`src/hw/rtl/wgft_pkg.sv`:
```
// Shared types, register codes and the one-axis transform for the int8 Winograd filter transform.
// No dependencies; every other file in hw/rtl imports this package.
package wgft_pkg;

    localparam int TILE_SIZE = 4;
    localparam int KERNEL_DIM = 3;

    // configuration register indexes
    typedef logic [1:0] wgft_reg_idx_t;
    localparam wgft_reg_idx_t REG_KERNEL_ROWS = 2'd0;
    localparam wgft_reg_idx_t REG_KERNEL_COLS = 2'd1;

    // tap counts of one axis
    localparam logic [1:0] TAPS_NONE  = 2'd0;
    localparam logic [1:0] TAPS_PASS  = 2'd1;
    localparam logic [1:0] TAPS_TWO   = 2'd2;
    localparam logic [1:0] TAPS_THREE = 2'd3;

    // one kernel as it arrives
    typedef struct packed {
        logic signed [7:0] w_r0c0;
        logic signed [7:0] w_r0c1;
        logic signed [7:0] w_r0c2;
        logic signed [7:0] w_r1c0;
        logic signed [7:0] w_r1c1;
        logic signed [7:0] w_r1c2;
        logic signed [7:0] w_r2c0;
        logic signed [7:0] w_r2c1;
        logic signed [7:0] w_r2c2;
    } wgft_in_t;

    // one transformed tile
    typedef struct packed {
        logic [31:0] tile_row0;
        logic [31:0] tile_row1;
        logic [31:0] tile_row2;
        logic [31:0] tile_row3;
        logic        overflow;
    } wgft_out_t;

    // entry stage: kernel plus the sizes it was accepted under
    typedef struct packed {
        wgft_in_t   kernel;
        logic [1:0] rows;
        logic [1:0] cols;
    } wgft_entry_t;

    // after the column pass: mid[row][col]
    typedef struct packed {
        logic [TILE_SIZE-1:0][KERNEL_DIM-1:0][7:0] mid;
        logic [1:0] cols;
        logic       bad;
        logic       ovf;
    } wgft_mid_t;

    // result of one axis transform
    typedef struct packed {
        logic [TILE_SIZE-1:0][7:0] lane;
        logic                      ovf;
    } wgft_axis_t;

    // Transform up to three taps into four int8 lanes; flag sums that leave int8.
    function automatic wgft_axis_t wgft_axis(
        input logic [7:0] x0,
        input logic [7:0] x1,
        input logic [7:0] x2,
        input logic [1:0] taps
    );
        wgft_axis_t        res;
        logic signed [9:0] e0;
        logic signed [9:0] e1;
        logic signed [9:0] e2;
        logic signed [9:0] sp;
        logic signed [9:0] sm;
        e0 = {{2{x0[7]}}, x0};
        e1 = {{2{x1[7]}}, x1};
        e2 = (taps == TAPS_THREE) ? {{2{x2[7]}}, x2} : 10'sd0;
        sp = e0 + e1 + e2;
        sm = e0 - e1 + e2;
        res = '0;
        case (taps)
            TAPS_THREE, TAPS_TWO:
            begin
                res.lane[0] = x0;
                res.lane[1] = sp[7:0];
                res.lane[2] = sm[7:0];
                res.lane[3] = (taps == TAPS_THREE) ? x2 : x1;
                res.ovf     = (sp[9:7] != 3'b000 && sp[9:7] != 3'b111) ||
                              (sm[9:7] != 3'b000 && sm[9:7] != 3'b111);
            end
            default:
            begin
                // single tap or no size: pass lane 0 through
                res.lane[0] = x0;
            end
        endcase
        return res;
    endfunction

endpackage

```
`src/hw/rtl/winograd_int8_filter_transform.sv`:
```
// Winograd F(2x2,3x3) int8 filter transform: a kernel passes the entry, column-pass
// and row-pass registers in that order; the entry stage only registers.
// Throughput: one kernel per cycle while tile_ready is high; each pass is one stage.
// Reset: pipeline empty, kernel_rows and kernel_cols set to 3; cfg writes always accepted.
// Depends on wgft_pkg, wgft_col_stage, wgft_row_stage.
module winograd_int8_filter_transform
    import wgft_pkg::*;
(
    input  logic          clk,
    input  logic          rst_n,
    input  logic          kernel_valid,
    output logic          kernel_ready,
    input  wgft_in_t      kernel,
    output logic          tile_valid,
    input  logic          tile_ready,
    output wgft_out_t     tile,
    input  logic          cfg_valid,
    output logic          cfg_ready,
    input  wgft_reg_idx_t cfg_index,
    input  logic [1:0]    cfg_data
);

    logic [1:0]  kernel_rows_reg;
    logic [1:0]  kernel_cols_reg;
    wgft_entry_t entry_reg;
    logic        entry_valid_reg;
    logic        col_ready;
    logic        mid_valid;
    logic        mid_ready;
    wgft_mid_t   mid_data;

    // Configuration registers
    assign cfg_ready = 1'b1;

    always_ff @(posedge clk or negedge rst_n)
    begin
        if (!rst_n)
        begin
            kernel_rows_reg <= TAPS_THREE;
            kernel_cols_reg <= TAPS_THREE;
        end
        else if (cfg_valid && cfg_ready)
        begin
            if (cfg_index == REG_KERNEL_ROWS)
            begin
                kernel_rows_reg <= cfg_data;
            end
            if (cfg_index == REG_KERNEL_COLS)
            begin
                kernel_cols_reg <= cfg_data;
            end
        end
    end

    // Entry register: capture the kernel with its sizes
    assign kernel_ready = !entry_valid_reg || col_ready;

    always_ff @(posedge clk or negedge rst_n)
    begin
        if (!rst_n)
        begin
            entry_valid_reg <= 1'b0;
        end
        else if (kernel_ready)
        begin
            entry_valid_reg <= kernel_valid;
        end
    end

    always_ff @(posedge clk)
    begin
        if (kernel_valid && kernel_ready)
        begin
            entry_reg.kernel <= kernel;
            entry_reg.rows   <= kernel_rows_reg;
            entry_reg.cols   <= kernel_cols_reg;
        end
    end

    wgft_col_stage u_col_stage (
        .clk       (clk),
        .rst_n     (rst_n),
        .in_valid  (entry_valid_reg),
        .in_ready  (col_ready),
        .in_data   (entry_reg),
        .out_valid (mid_valid),
        .out_ready (mid_ready),
        .out_data  (mid_data)
    );

    wgft_row_stage u_row_stage (
        .clk       (clk),
        .rst_n     (rst_n),
        .in_valid  (mid_valid),
        .in_ready  (mid_ready),
        .in_data   (mid_data),
        .out_valid (tile_valid),
        .out_ready (tile_ready),
        .out_data  (tile)
    );

    // A stalled entry item holds
    assert property (@(posedge clk) disable iff (!rst_n)
        entry_valid_reg && !col_ready |=> entry_valid_reg && $stable(entry_reg))
        else $error("entry stage lost a stalled item");

    // A rows write lands in the register
    assert property (@(posedge clk) disable iff (!rst_n)
        cfg_valid && cfg_index == REG_KERNEL_ROWS |=> kernel_rows_reg == $past(cfg_data))
        else $error("kernel_rows write lost");

    // A cols write lands in the register
    assert property (@(posedge clk) disable iff (!rst_n)
        cfg_valid && cfg_index == REG_KERNEL_COLS |=> kernel_cols_reg == $past(cfg_data))
        else $error("kernel_cols write lost");

endmodule

```
`src/hw/rtl/wgft_col_stage.sv`:
```
// Column pass pipeline stage: transforms each kernel column along the row axis.
// Depends on wgft_pkg.
module wgft_col_stage
    import wgft_pkg::*;
(
    input  logic        clk,
    input  logic        rst_n,
    input  logic        in_valid,
    output logic        in_ready,
    input  wgft_entry_t in_data,
    output logic        out_valid,
    input  logic        out_ready,
    output wgft_mid_t   out_data
);

    logic [KERNEL_DIM-1:0][KERNEL_DIM-1:0][7:0] w;
    logic [KERNEL_DIM-1:0]                      col_used;
    wgft_axis_t [KERNEL_DIM-1:0]                col_res;
    wgft_mid_t                                  mid_next;
    wgft_mid_t                                  mid_reg;
    logic                                       valid_reg;

    // Unpack the kernel into a row/column grid
    always_comb
    begin
        w[0][0] = in_data.kernel.w_r0c0;
        w[0][1] = in_data.kernel.w_r0c1;
        w[0][2] = in_data.kernel.w_r0c2;
        w[1][0] = in_data.kernel.w_r1c0;
        w[1][1] = in_data.kernel.w_r1c1;
        w[1][2] = in_data.kernel.w_r1c2;
        w[2][0] = in_data.kernel.w_r2c0;
        w[2][1] = in_data.kernel.w_r2c1;
        w[2][2] = in_data.kernel.w_r2c2;
    end

    // Only columns inside the kernel width count toward overflow
    assign col_used[0] = 1'b1;
    assign col_used[1] = (in_data.cols == TAPS_TWO) || (in_data.cols == TAPS_THREE);
    assign col_used[2] = (in_data.cols == TAPS_THREE);

    // Transform every column
    always_comb
    begin
        mid_next      = '0;
        mid_next.cols = in_data.cols;
        mid_next.bad  = (in_data.rows == TAPS_NONE) || (in_data.cols == TAPS_NONE);
        for (int c = 0; c < KERNEL_DIM; c++)
        begin
            col_res[c] = wgft_axis(w[0][c], w[1][c], w[2][c], in_data.rows);
            for (int i = 0; i < TILE_SIZE; i++)
            begin
                mid_next.mid[i][c] = col_res[c].lane[i];
            end
            mid_next.ovf = mid_next.ovf | (col_res[c].ovf & col_used[c]);
        end
    end

    // Advance when the next stage is free or taking its item
    assign in_ready = !valid_reg || out_ready;

    always_ff @(posedge clk or negedge rst_n)
    begin
        if (!rst_n)
        begin
            valid_reg <= 1'b0;
        end
        else if (in_ready)
        begin
            valid_reg <= in_valid;
        end
    end

    always_ff @(posedge clk)
    begin
        if (in_valid && in_ready)
        begin
            mid_reg <= mid_next;
        end
    end

    assign out_valid = valid_reg;
    assign out_data  = mid_reg;

endmodule

```
`src/hw/rtl/wgft_row_stage.sv`:
```
// Row pass pipeline stage and output register: transforms each intermediate row.
// Depends on wgft_pkg.
module wgft_row_stage
    import wgft_pkg::*;
(
    input  logic      clk,
    input  logic      rst_n,
    input  logic      in_valid,
    output logic      in_ready,
    input  wgft_mid_t in_data,
    output logic      out_valid,
    input  logic      out_ready,
    output wgft_out_t out_data
);

    wgft_axis_t [TILE_SIZE-1:0] row_res;
    wgft_out_t                  tile_next;
    wgft_out_t                  tile_reg;
    logic                       valid_reg;
    logic                       row_ovf;

    // Transform every intermediate row along the column axis
    always_comb
    begin
        row_ovf = in_data.ovf;
        for (int r = 0; r < TILE_SIZE; r++)
        begin
            row_res[r] = wgft_axis(in_data.mid[r][0], in_data.mid[r][1],
                                   in_data.mid[r][2], in_data.cols);
            row_ovf    = row_ovf | row_res[r].ovf;
        end
    end

    // Zero the tile and flag it when the size is unsupported, else take the row results
    always_comb
    begin
        if (in_data.bad)
        begin
            tile_next          = '0;
            tile_next.overflow = 1'b1;
        end
        else
        begin
            tile_next.tile_row0 = row_res[0].lane;
            tile_next.tile_row1 = row_res[1].lane;
            tile_next.tile_row2 = row_res[2].lane;
            tile_next.tile_row3 = row_res[3].lane;
            tile_next.overflow  = row_ovf;
        end
    end

    // Hold the result until the consumer takes it
    assign in_ready = !valid_reg || out_ready;

    always_ff @(posedge clk or negedge rst_n)
    begin
        if (!rst_n)
        begin
            valid_reg <= 1'b0;
        end
        else if (in_ready)
        begin
            valid_reg <= in_valid;
        end
    end

    always_ff @(posedge clk)
    begin
        if (in_valid && in_ready)
        begin
            tile_reg <= tile_next;
        end
    end

    assign out_valid = valid_reg;
    assign out_data  = tile_reg;

    // A transfer into this stage always shows up at the output next cycle
    assert property (@(posedge clk) disable iff (!rst_n)
        in_valid && in_ready |=> valid_reg)
        else $error("row stage dropped a transfer");

    // An unsupported size always yields a flagged tile with rows 0 and 3 zero
    assert property (@(posedge clk) disable iff (!rst_n)
        in_valid && in_ready && in_data.bad |=>
            tile_reg.overflow && tile_reg.tile_row0 == '0 && tile_reg.tile_row3 == '0)
        else $error("unsupported size not flagged");

    // A result the consumer holds off stays put
    assert property (@(posedge clk) disable iff (!rst_n)
        valid_reg && !out_ready |=> valid_reg && $stable(tile_reg))
        else $error("stalled tile changed");

endmodule
```
`config.mk`:
```
export PLATFORM = sky130hd
export DESIGN_NAME = winograd_int8_filter_transform
export DESIGN_NICKNAME = d
export VERILOG_FILES = /design/src/hw/rtl/wgft_pkg.sv /design/src/hw/rtl/winograd_int8_filter_transform.sv /design/src/hw/rtl/wgft_col_stage.sv /design/src/hw/rtl/wgft_row_stage.sv
export SDC_FILE = /design/constraint.sdc
export NUM_CORES = 1
export LEC_CHECK = 0
export BUFFER_PORTS_ARGS = -buffer_cell sky130_fd_sc_hd__buf_2
export CAP_MARGIN = 20
export CELL_PAD_IN_SITES_DETAIL_PLACEMENT = 0
export CELL_PAD_IN_SITES_GLOBAL_PLACEMENT = 2
export CORE_ASPECT_RATIO = 1.5
export CORE_UTILIZATION = 43
export CTS_BUF_LIST = sky130_fd_sc_hd__clkbuf_16
export CTS_CLUSTER_DIAMETER = 120
export DETAILED_ROUTE_END_ITERATION = 10
export PLACE_DENSITY_LB_ADDON = 0.12
export SYNTH_ARGS = -nofsm -noshare
export SYNTH_HDL_FRONTEND = slang
export SYNTH_SLANG_ARGS = --single-unit
```
`constraint.sdc`:
```
create_clock -name clk -period 6.62 [get_ports clk]
set_input_delay 0.662 -clock clk [delete_from_list [all_inputs] [get_ports clk]]
set_output_delay 0.662 -clock clk [all_outputs]
set_load 0.01 [all_outputs]
```
---- Word-level counts from Yosys, hierarchy flattened ----
Cells that the tools add are included.
storage, ports and cells
  output and inout bits ................... 132
  input bits .............................. 81
  flip-flop bits (word level) ............. 312
cells by class
  bitwise logic cells ..................... 9
  reductions and logical operators ........ 54
  eq/ne operators ......................... 21
  add/sub/neg operators ................... 28
  mux-type cells .......................... 21
operator list
  operator                                                          count
  10-bit adder                                                      14
  10-bit 2-to-1 mux                                                 7
  8-bit by 8-bit adder with 9-bit output                            7
  8-bit by 8-bit subtractor with 9-bit output                       7
  8-bit 2-to-1 mux                                                  7
  3-bit != test (second input constant)                             14
  3-bit nonzero test                                                14
  1-bit logical AND                                                 17
  2-bit == test (second input constant)                             6
  1-bit logical OR                                                  12
  1-bit 2-to-1 mux                                                  7
  2-bit zero test                                                   3
  1-bit bitwise OR                                                  6
  2-bit OR reduction                                                3
  2-bit AND reduction                                               2
  1-bit zero test                                                   3
  1-bit AND                                                         2
  2-bit by 1-bit == test with 1-bit output (second input constant)  1
  1-bit inverter                                                    1

---- Logic depth before layout (Yosys ltp) ----
Gate-level depths: netlist of run 1.
  depth after elaboration ................. 11
  gate-level depth with buffers ........... 21
  gate-level depth less buffers ........... 20

---- Cells and area by module ----
A second synthesis of run 1 with hierarchy kept.
unflattened totals
  cell total of the unflattened synthesis .. 1826
  area, all modules ....................... 19902.8 um^2
modules (own cells, without submodules)
  module                          area each (um^2)  instances  cells each  seq. area each (um^2)
  wgft_row_stage                  10088.4           1          1042        3808.7
  wgft_col_stage                  7307.0            1          692         2937.8
  winograd_int8_filter_transform  2507.4            1          92          2412.3

---- Worst setup path before layout of run 1 ----
Ideal clock, no wire load.
  path type ............................... in2reg
  start point ............................. input tile_ready
  end point ............................... register u_row_stage.tile_reg, in the netlist u_row_stage.out_data[0] (enable)
  slack ................................... 2387 ps
  path buffers ............................ 0
  stages .................................. 2
  library setup time ...................... 503 ps
  arrival time ............................ 3730 ps
  required time ........................... 6117 ps
  cell sequence ........................... nand2b_1 -> and2_1
between the ends
  longest elaborated chain between the ends .. 2
ends and longest elaborated chain
  element               RTL line                              text
  from (decl)           winograd_int8_filter_transform.sv:15  input logic tile_ready,
  1-bit logical OR      wgft_row_stage.sv:53                  assign in_ready = !valid_reg || out_ready;
  1-bit logical AND     wgft_row_stage.sv:69                  if (in_valid && in_ready)
  to (signal assigned)  wgft_row_stage.sv:71                  tile_reg <= tile_next;
  to (decl)             wgft_row_stage.sv:18                  wgft_out_t tile_reg;
No other way between the ends.
A chain may end at the register's enable or synchronous reset.

---- Worst setup path in the final report of run 1 ----
  start point ............................. register u_col_stage.mid_reg, in the netlist u_col_stage.out_data[4]
  end point ............................... register u_row_stage.tile_reg, in the netlist u_row_stage.out_data[0], data pin
between the ends
  longest elaborated chain between the ends .. 10
ends and longest elaborated chain
  element                                                                                                RTL line                        text
  from (decl)                                                                                            wgft_col_stage.sv:20            wgft_mid_t mid_reg;
  from (signal assigned)                                                                                 wgft_col_stage.sv:78            mid_reg <= mid_next;
  8-bit by 8-bit adder with 9-bit output or 8-bit by 8-bit subtractor with 9-bit output (tied branches)  wgft_pkg.sv:78, wgft_pkg.sv:79
  10-bit adder (on tied branches)                                                                        wgft_pkg.sv:78, wgft_pkg.sv:79
  3-bit != test, or another cell as far along                                                            wgft_pkg.sv:88                  res.ovf = (sp[9:7] != 3'b000 && sp[9:7] != 3'b111) ||
  1-bit logical AND (on tied branches)                                                                   wgft_pkg.sv:88, wgft_pkg.sv:89
  1-bit logical OR (*)                                                                                   wgft_pkg.sv:88
  1-bit 2-to-1 mux (*)                                                                                   wgft_pkg.sv:81                  case (taps)
  1-bit bitwise OR (*) (4 in series)                                                                     wgft_row_stage.sv:30            row_ovf = row_ovf | row_res[r].ovf;
Mark *: on every way between the ends. The rest lies on a longest branch, timed or not.

==> run metrics, run 1 <==
crit-path max FO=4; Routed wire per std cell=19.7 µm; setup TNS=0 ps; post-place setup slack=2120 ps; IO buf count=211; DR vias/cell=5.19; die width=183 µm; startpoint types=flip-flop; Net Sw Frac=36.4%; Net Sw Power=2.71 mW; Pint=4.74 mW; row cnt=99; Synth Cell Area=21100 µm²; fmax=221 MHz; Tmin final=4530 ps; CTS tree=yes; Post-route DRC=0; Flop pwr share=35.9%; peak supply drop=237 µV; Post-synth ARST share=2.24%; Max-slew headroom=33.9%; Placeable Area=48600 µm²; Layout area overhead=13.4%; Detailed Route WL=57000 µm; worst slew pin tran=991 ps; final cell count without fillers=2900; Starting DRT DRC Count=828; final worst slack=2090 ps; sequential share of the synthesized area=44.3%; Post-DRT Antenna Nets=0; Inst Count DP=2843; Worst Setup Path Type=flip-flop to flip-flop; total gr overflow=0; routability cong.=0.834; final net count=2569; Worst setup EP type=flip-flop; Clock power frac=23.6%; GRT Util Overall=22.8%; Cells after Synth=2011; status=finished clean; first-pass GRT wire length=86400 µm; Slew Limit Fails=0; Clock Skew=21.1 ps; H-tree Lvls=1; Setup-failing EPs final=0; syn avg cell area=10.5 µm²; post-synth top area cell=edfxtp_1; syn nets=2360; Skew-Pair Late Insertion Delay=590 ps; Tot Pwr=7.45 mW; HP Class=primary input to flip-flop; post-synthesis cell type count=80; WP data arrival=4850 ps; most common cell after layout, fill and taps aside=edfxtp_1; yosys warns=0; most frequent cells in the layout=edfxtp_1 (305), ha_1 (240), buf_2 (211); Yosys top cell area share=43.4%; number of synthesized register bits=312; RSZ-0062 raised after global routing=no; Ports=213; CP required=6940 ps; DIE AREA=49900 µm²; synth top area cells=edfxtp_1 (43%), ha_1 (14%), xnor2_1 (4.1%); Initial Util=43.4%; largest net degree at the start of global routing=130; DRT Pass-1 Iters=5; Logic pwr share=40.4%; clock slew at reported path FFs=70 ps; number of flops mapped to enable cells by yosys=305; Max Cap Violations=0; clock sink count=312; number of global-route vias before repair=15000; Main synth FF type=edfxtp_1; share of layout cells above drive strength 1=13.7%; LEAKAGE=10.6 nW; Final Cycle Share=68.4%; Die H=273 µm; post-CTS setup buffers=0; initial antenna violation count=1; final HPWL from detailed placement=46900 µm; flop-to-flop setup slack=2090 ps; clk buf depth=3; clock root buffer=clkbuf_16; via count=15100; pwr/cell area=312 nW/µm²; total CTS buffers=30; number of flip-flops in the largest register=129; n_diodes=0; final hold vios=0
## cells in the mapped netlist (all sizes together), types with 5 or more instances
| cell type | n |
|---|---|
| a21o | 31 |
| xor2 | 53 |
| and3 | 29 |
| o2111ai | 19 |
| nand3 | 32 |
| clkbuf | 44 |
| nor2 | 209 |
| buf | 7 |
| inv | 186 |
| o21bai | 33 |
| a211oi | 20 |
| nand2 | 128 |
| o21ai | 59 |
| nor4 | 9 |
| nand2b | 24 |
| mux2 | 12 |
| o21a | 15 |
| or2 | 13 |
| nor2b | 51 |
| and2 | 40 |
| mux2i | 32 |
| fa | 28 |
| edfxtp | 305 |
| or3 | 9 |
| a31oi | 5 |
| a21oi | 133 |
| ha | 240 |
| o211ai | 21 |
| xnor2 | 99 |
| nor3 | 45 |
| nor3b | 10 |
## power by group through the flow
stage	Combinational, mW	Clock [mW]	Sequential [mW]
floorplan	2.14	0	2.72
global placement	3.01	0	2.72
detailed placement	3.01	0	2.73
CTS	3.03	1.80	2.69
global route	3.36	1.86	2.70
finish	3.01	1.76	2.68
## area by class of cell
cell class,instances,area (µm²)
multi-input cells,1462,10800
well taps,656,821
fillers,4594,24600
clock inverters,25,230
clock buffers,31,776
repair buffers,228,1200
flip-flops and latches,312,9340
inverters,186,698
## per-stage QoR
step / util, % / hold slack (ps) / cell area (µm²)
after floorplan: - / 366 / 21100
after global placement: 47.2 / 467 / 22900
after detailed placement: 47.2 / 479 / 22900
after CTS: 49.2 / 208 / 23900
after global routing: 49.2 / 223 / 23900
final: 49.2 / 239 / 23900
## final timing paths
check	startpoint	to	cells past startpoint
max	u_col_stage.out_data[4]	u_row_stage.out_data[0]	18
min	kernel[19]	entry_reg[23]	1
max reg2reg	u_col_stage.out_data[4]	u_row_stage.out_data[0]	18
min reg2reg	entry_reg[75]	u_col_stage.out_data[11]	0
max in group asynchronous	rst_n	kernel_rows_reg[1]	2
min in group asynchronous	rst_n	u_row_stage.out_valid	2
## kinds of logic after synthesis
| group | share of synthesized area (%) |
|---|---|
| adder cells (fa/ha/maj) | 16.9 |
| buffers and inverters | 4.31 |
| XOR/XNOR | 6.31 |
| other | 0.0178 |
| flip-flops | 44.3 |
| AO/OA/AOI/OAI | 11.9 |
| multiplexers | 2.27 |
| AND/OR/NAND/NOR | 14.0 |
## repair_timing
action | CTS | global route
hold endpoints to repair | 3 | 0
resized for setup | 0 | 0
hold buffers | 1 | 0
## routing by layer
metal	vias to the layer above	global-route usage [%]	wire, µm
met5	-	0	0
met4	0	7.37	1760
met3	61	1.73	1710
met2	320	42.1	29300
met1	7154	28.1	24300
li1	7526	-	-
## worst max-delay path, stage by stage (launching register included)
cell and delay (ps):
edfxtp_1 540, inv_1 140, ha_1 180, inv_1 50, fa_1 400, nand2_1 90, nand2_1 60, a21oi_1 240
o21bai_1 110, a21oi_1 250, xnor2_1 120, ha_1 230, or3_1 370, o211ai_1 210, xor2_1 160, a2111oi_0 400
a211oi_1 170, nor4_1 380, a31oi_1 140
(Power assumes the default switching activity.)
==> run 2, diff against run 1 <==
Settings changed: CORE_UTILIZATION 43 to 40.
Clock period 6.62 ns to 4.35 ns, I/O delays scaled along.
==> run metrics, run 2 (same netlist as run 1, synthesis figures left out) <==
clock root buffer=clkbuf_16; peak supply drop=300 µV; clock slew at reported path FFs=70 ps; Worst Setup Path Type=flip-flop to flip-flop; CP required=4690 ps; Post-DRT Antenna Nets=0; fmax=238 MHz; Placeable Area=51800 µm²; WP data arrival=4540 ps; GRT Util Overall=21.6%; Post-route DRC=0; DR vias/cell=5.08; Tot Pwr=11.5 mW; Clock Skew=12.4 ps; Layout area overhead=18.6%; pwr/cell area=461 nW/µm²; startpoint types=flip-flop; largest net degree at the start of global routing=60; Reg area=9340 µm²; most frequent cells in the layout=edfxtp_1 (305), ha_1 (238), buf_2 (211); Detailed Route WL=58900 µm; IO buf count=211; final hold vios=0; die width=189 µm; Final Cycle Share=96.6%; HP Class=primary input to flip-flop; Setup-failing EPs final=0; final HPWL from detailed placement=48100 µm; crit-path max FO=4; first-pass GRT wire length=87900 µm; Ports=213; LEAKAGE=11.1 nW; status=finished clean; share of layout cells above drive strength 1=16.6%; number of flip-flops in the largest register=129; Initial Util=40.7%; Tmin final=4200 ps; Post-Layout Inst Area=25000 µm²; Max-slew headroom=35.1%; Routed wire per std cell=19.4 µm; multi-input gate area in the final layout=10900 µm²; Inst Count DP=2909; routability cong.=0.891; final cell count without fillers=3033; clock sink count=312; number of global-route vias before repair=15300; clk buf depth=3; initial antenna violation count=1; Max Cap Violations=0; Starting DRT DRC Count=897; total gr overflow=0; Skew-Pair Late Insertion Delay=590 ps; Worst setup EP type=flip-flop; worst slew pin tran=973 ps; H-tree Lvls=1; DIE AREA=53700 µm²; row cnt=102; Die H=283 µm; Area after DPL=23300 µm²; # fillers=4863; most common cell after layout, fill and taps aside=edfxtp_1; Slew Limit Fails=0; total CTS buffers=30; via count=15400; CTS tree=yes; DRT Pass-1 Iters=5; final net count=2683
-- run 2: worst paths after layout --
path / start / to / slack (ps) / cells past startpoint
min in group asynchronous: rst_n / u_row_stage.out_valid / 210 / 2
max in group asynchronous: rst_n / kernel_rows_reg[1] / 3910 / 2
worst max register to register: u_col_stage.out_data[4] / u_row_stage.out_data[0] / 150 / 17
worst min register to register: entry_reg[65] / u_col_stage.out_data[17] / 490 / 0
worst max-delay path: u_col_stage.out_data[4] / u_row_stage.out_data[0] / 150 / 17
worst min-delay path: kernel[41] / entry_reg[45] / 20 / 1
-- run 2: layer usage --
metal / vias up / GRT usage (%) / share of wire (%) / wire length (µm)
met4: 0 / 11.0 / 5.2 / 3060
met3: 85 / 2.35 / 3.4 / 2010
met1: 7222 / 26.4 / 43 / 25100
met5: - / 0 / 0 / 0
li1: 7759 / - / - / -
met2: 328 / 37.3 / 49 / 28700
-- run 2: area by class of cell --
| class | instances | area share, % |
|---|---|---|
| Antenna cell | 1 | 0.0100 |
| Clock buffer | 31 | 3.10 |
| Clock inverter | 23 | 0.706 |
| Inverter | 186 | 2.79 |
| Multi-Input combinational cell | 1462 | 43.8 |
| Sequential cell | 312 | 37.4 |
| Tap cell | 676 | 3.38 |
| Timing Repair Buffer | 342 | 8.89 |
-- run 2: timing repair --
action	in CTS	in global routing
gates resized for setup	0	32
buffers inserted	0	11
hold buffers	58	0
setup endpoints to repair	0	2
hold endpoints to repair	64	0
-- run 2: report_power, final --
part	internal, mW	total [mW]	switching, mW	leakage (nW)
combinational	2.04	4.88	2.84	7.55
clock	1.41	2.58	1.17	0.500
sequential	3.82	4.06	0.232	3.09
-- run 2: stage by stage --
stage                     hold slack [ps]  TNS, ps  util [%]  setup slack (ps)
after detailed placement              278        0      44.9              32.1
after CTS                          0.0997        0      47.9              17.4
after global routing                 2.00    -9.50      48.2             -9.50
after global placement                280        0      44.9              47.9
final                                19.1        0      48.3               148
after floorplan                       139        0         -               344
-- run 2: worst max-delay path: stages, from the launching register on --
cell and delay, ps:
edfxtp_1 420, inv_1 110, ha_1 200, inv_1 70, fa_1 400, nand2_1 70
nand2_1 50, a21oi_1 220, o21bai_1 110, a21oi_2 190, xnor2_1 170, ha_1 340
o211ai_1 450, xor2_1 200, a2111oi_2 400, a211oi_1 160, nor4_1 250, a31oi_1 110
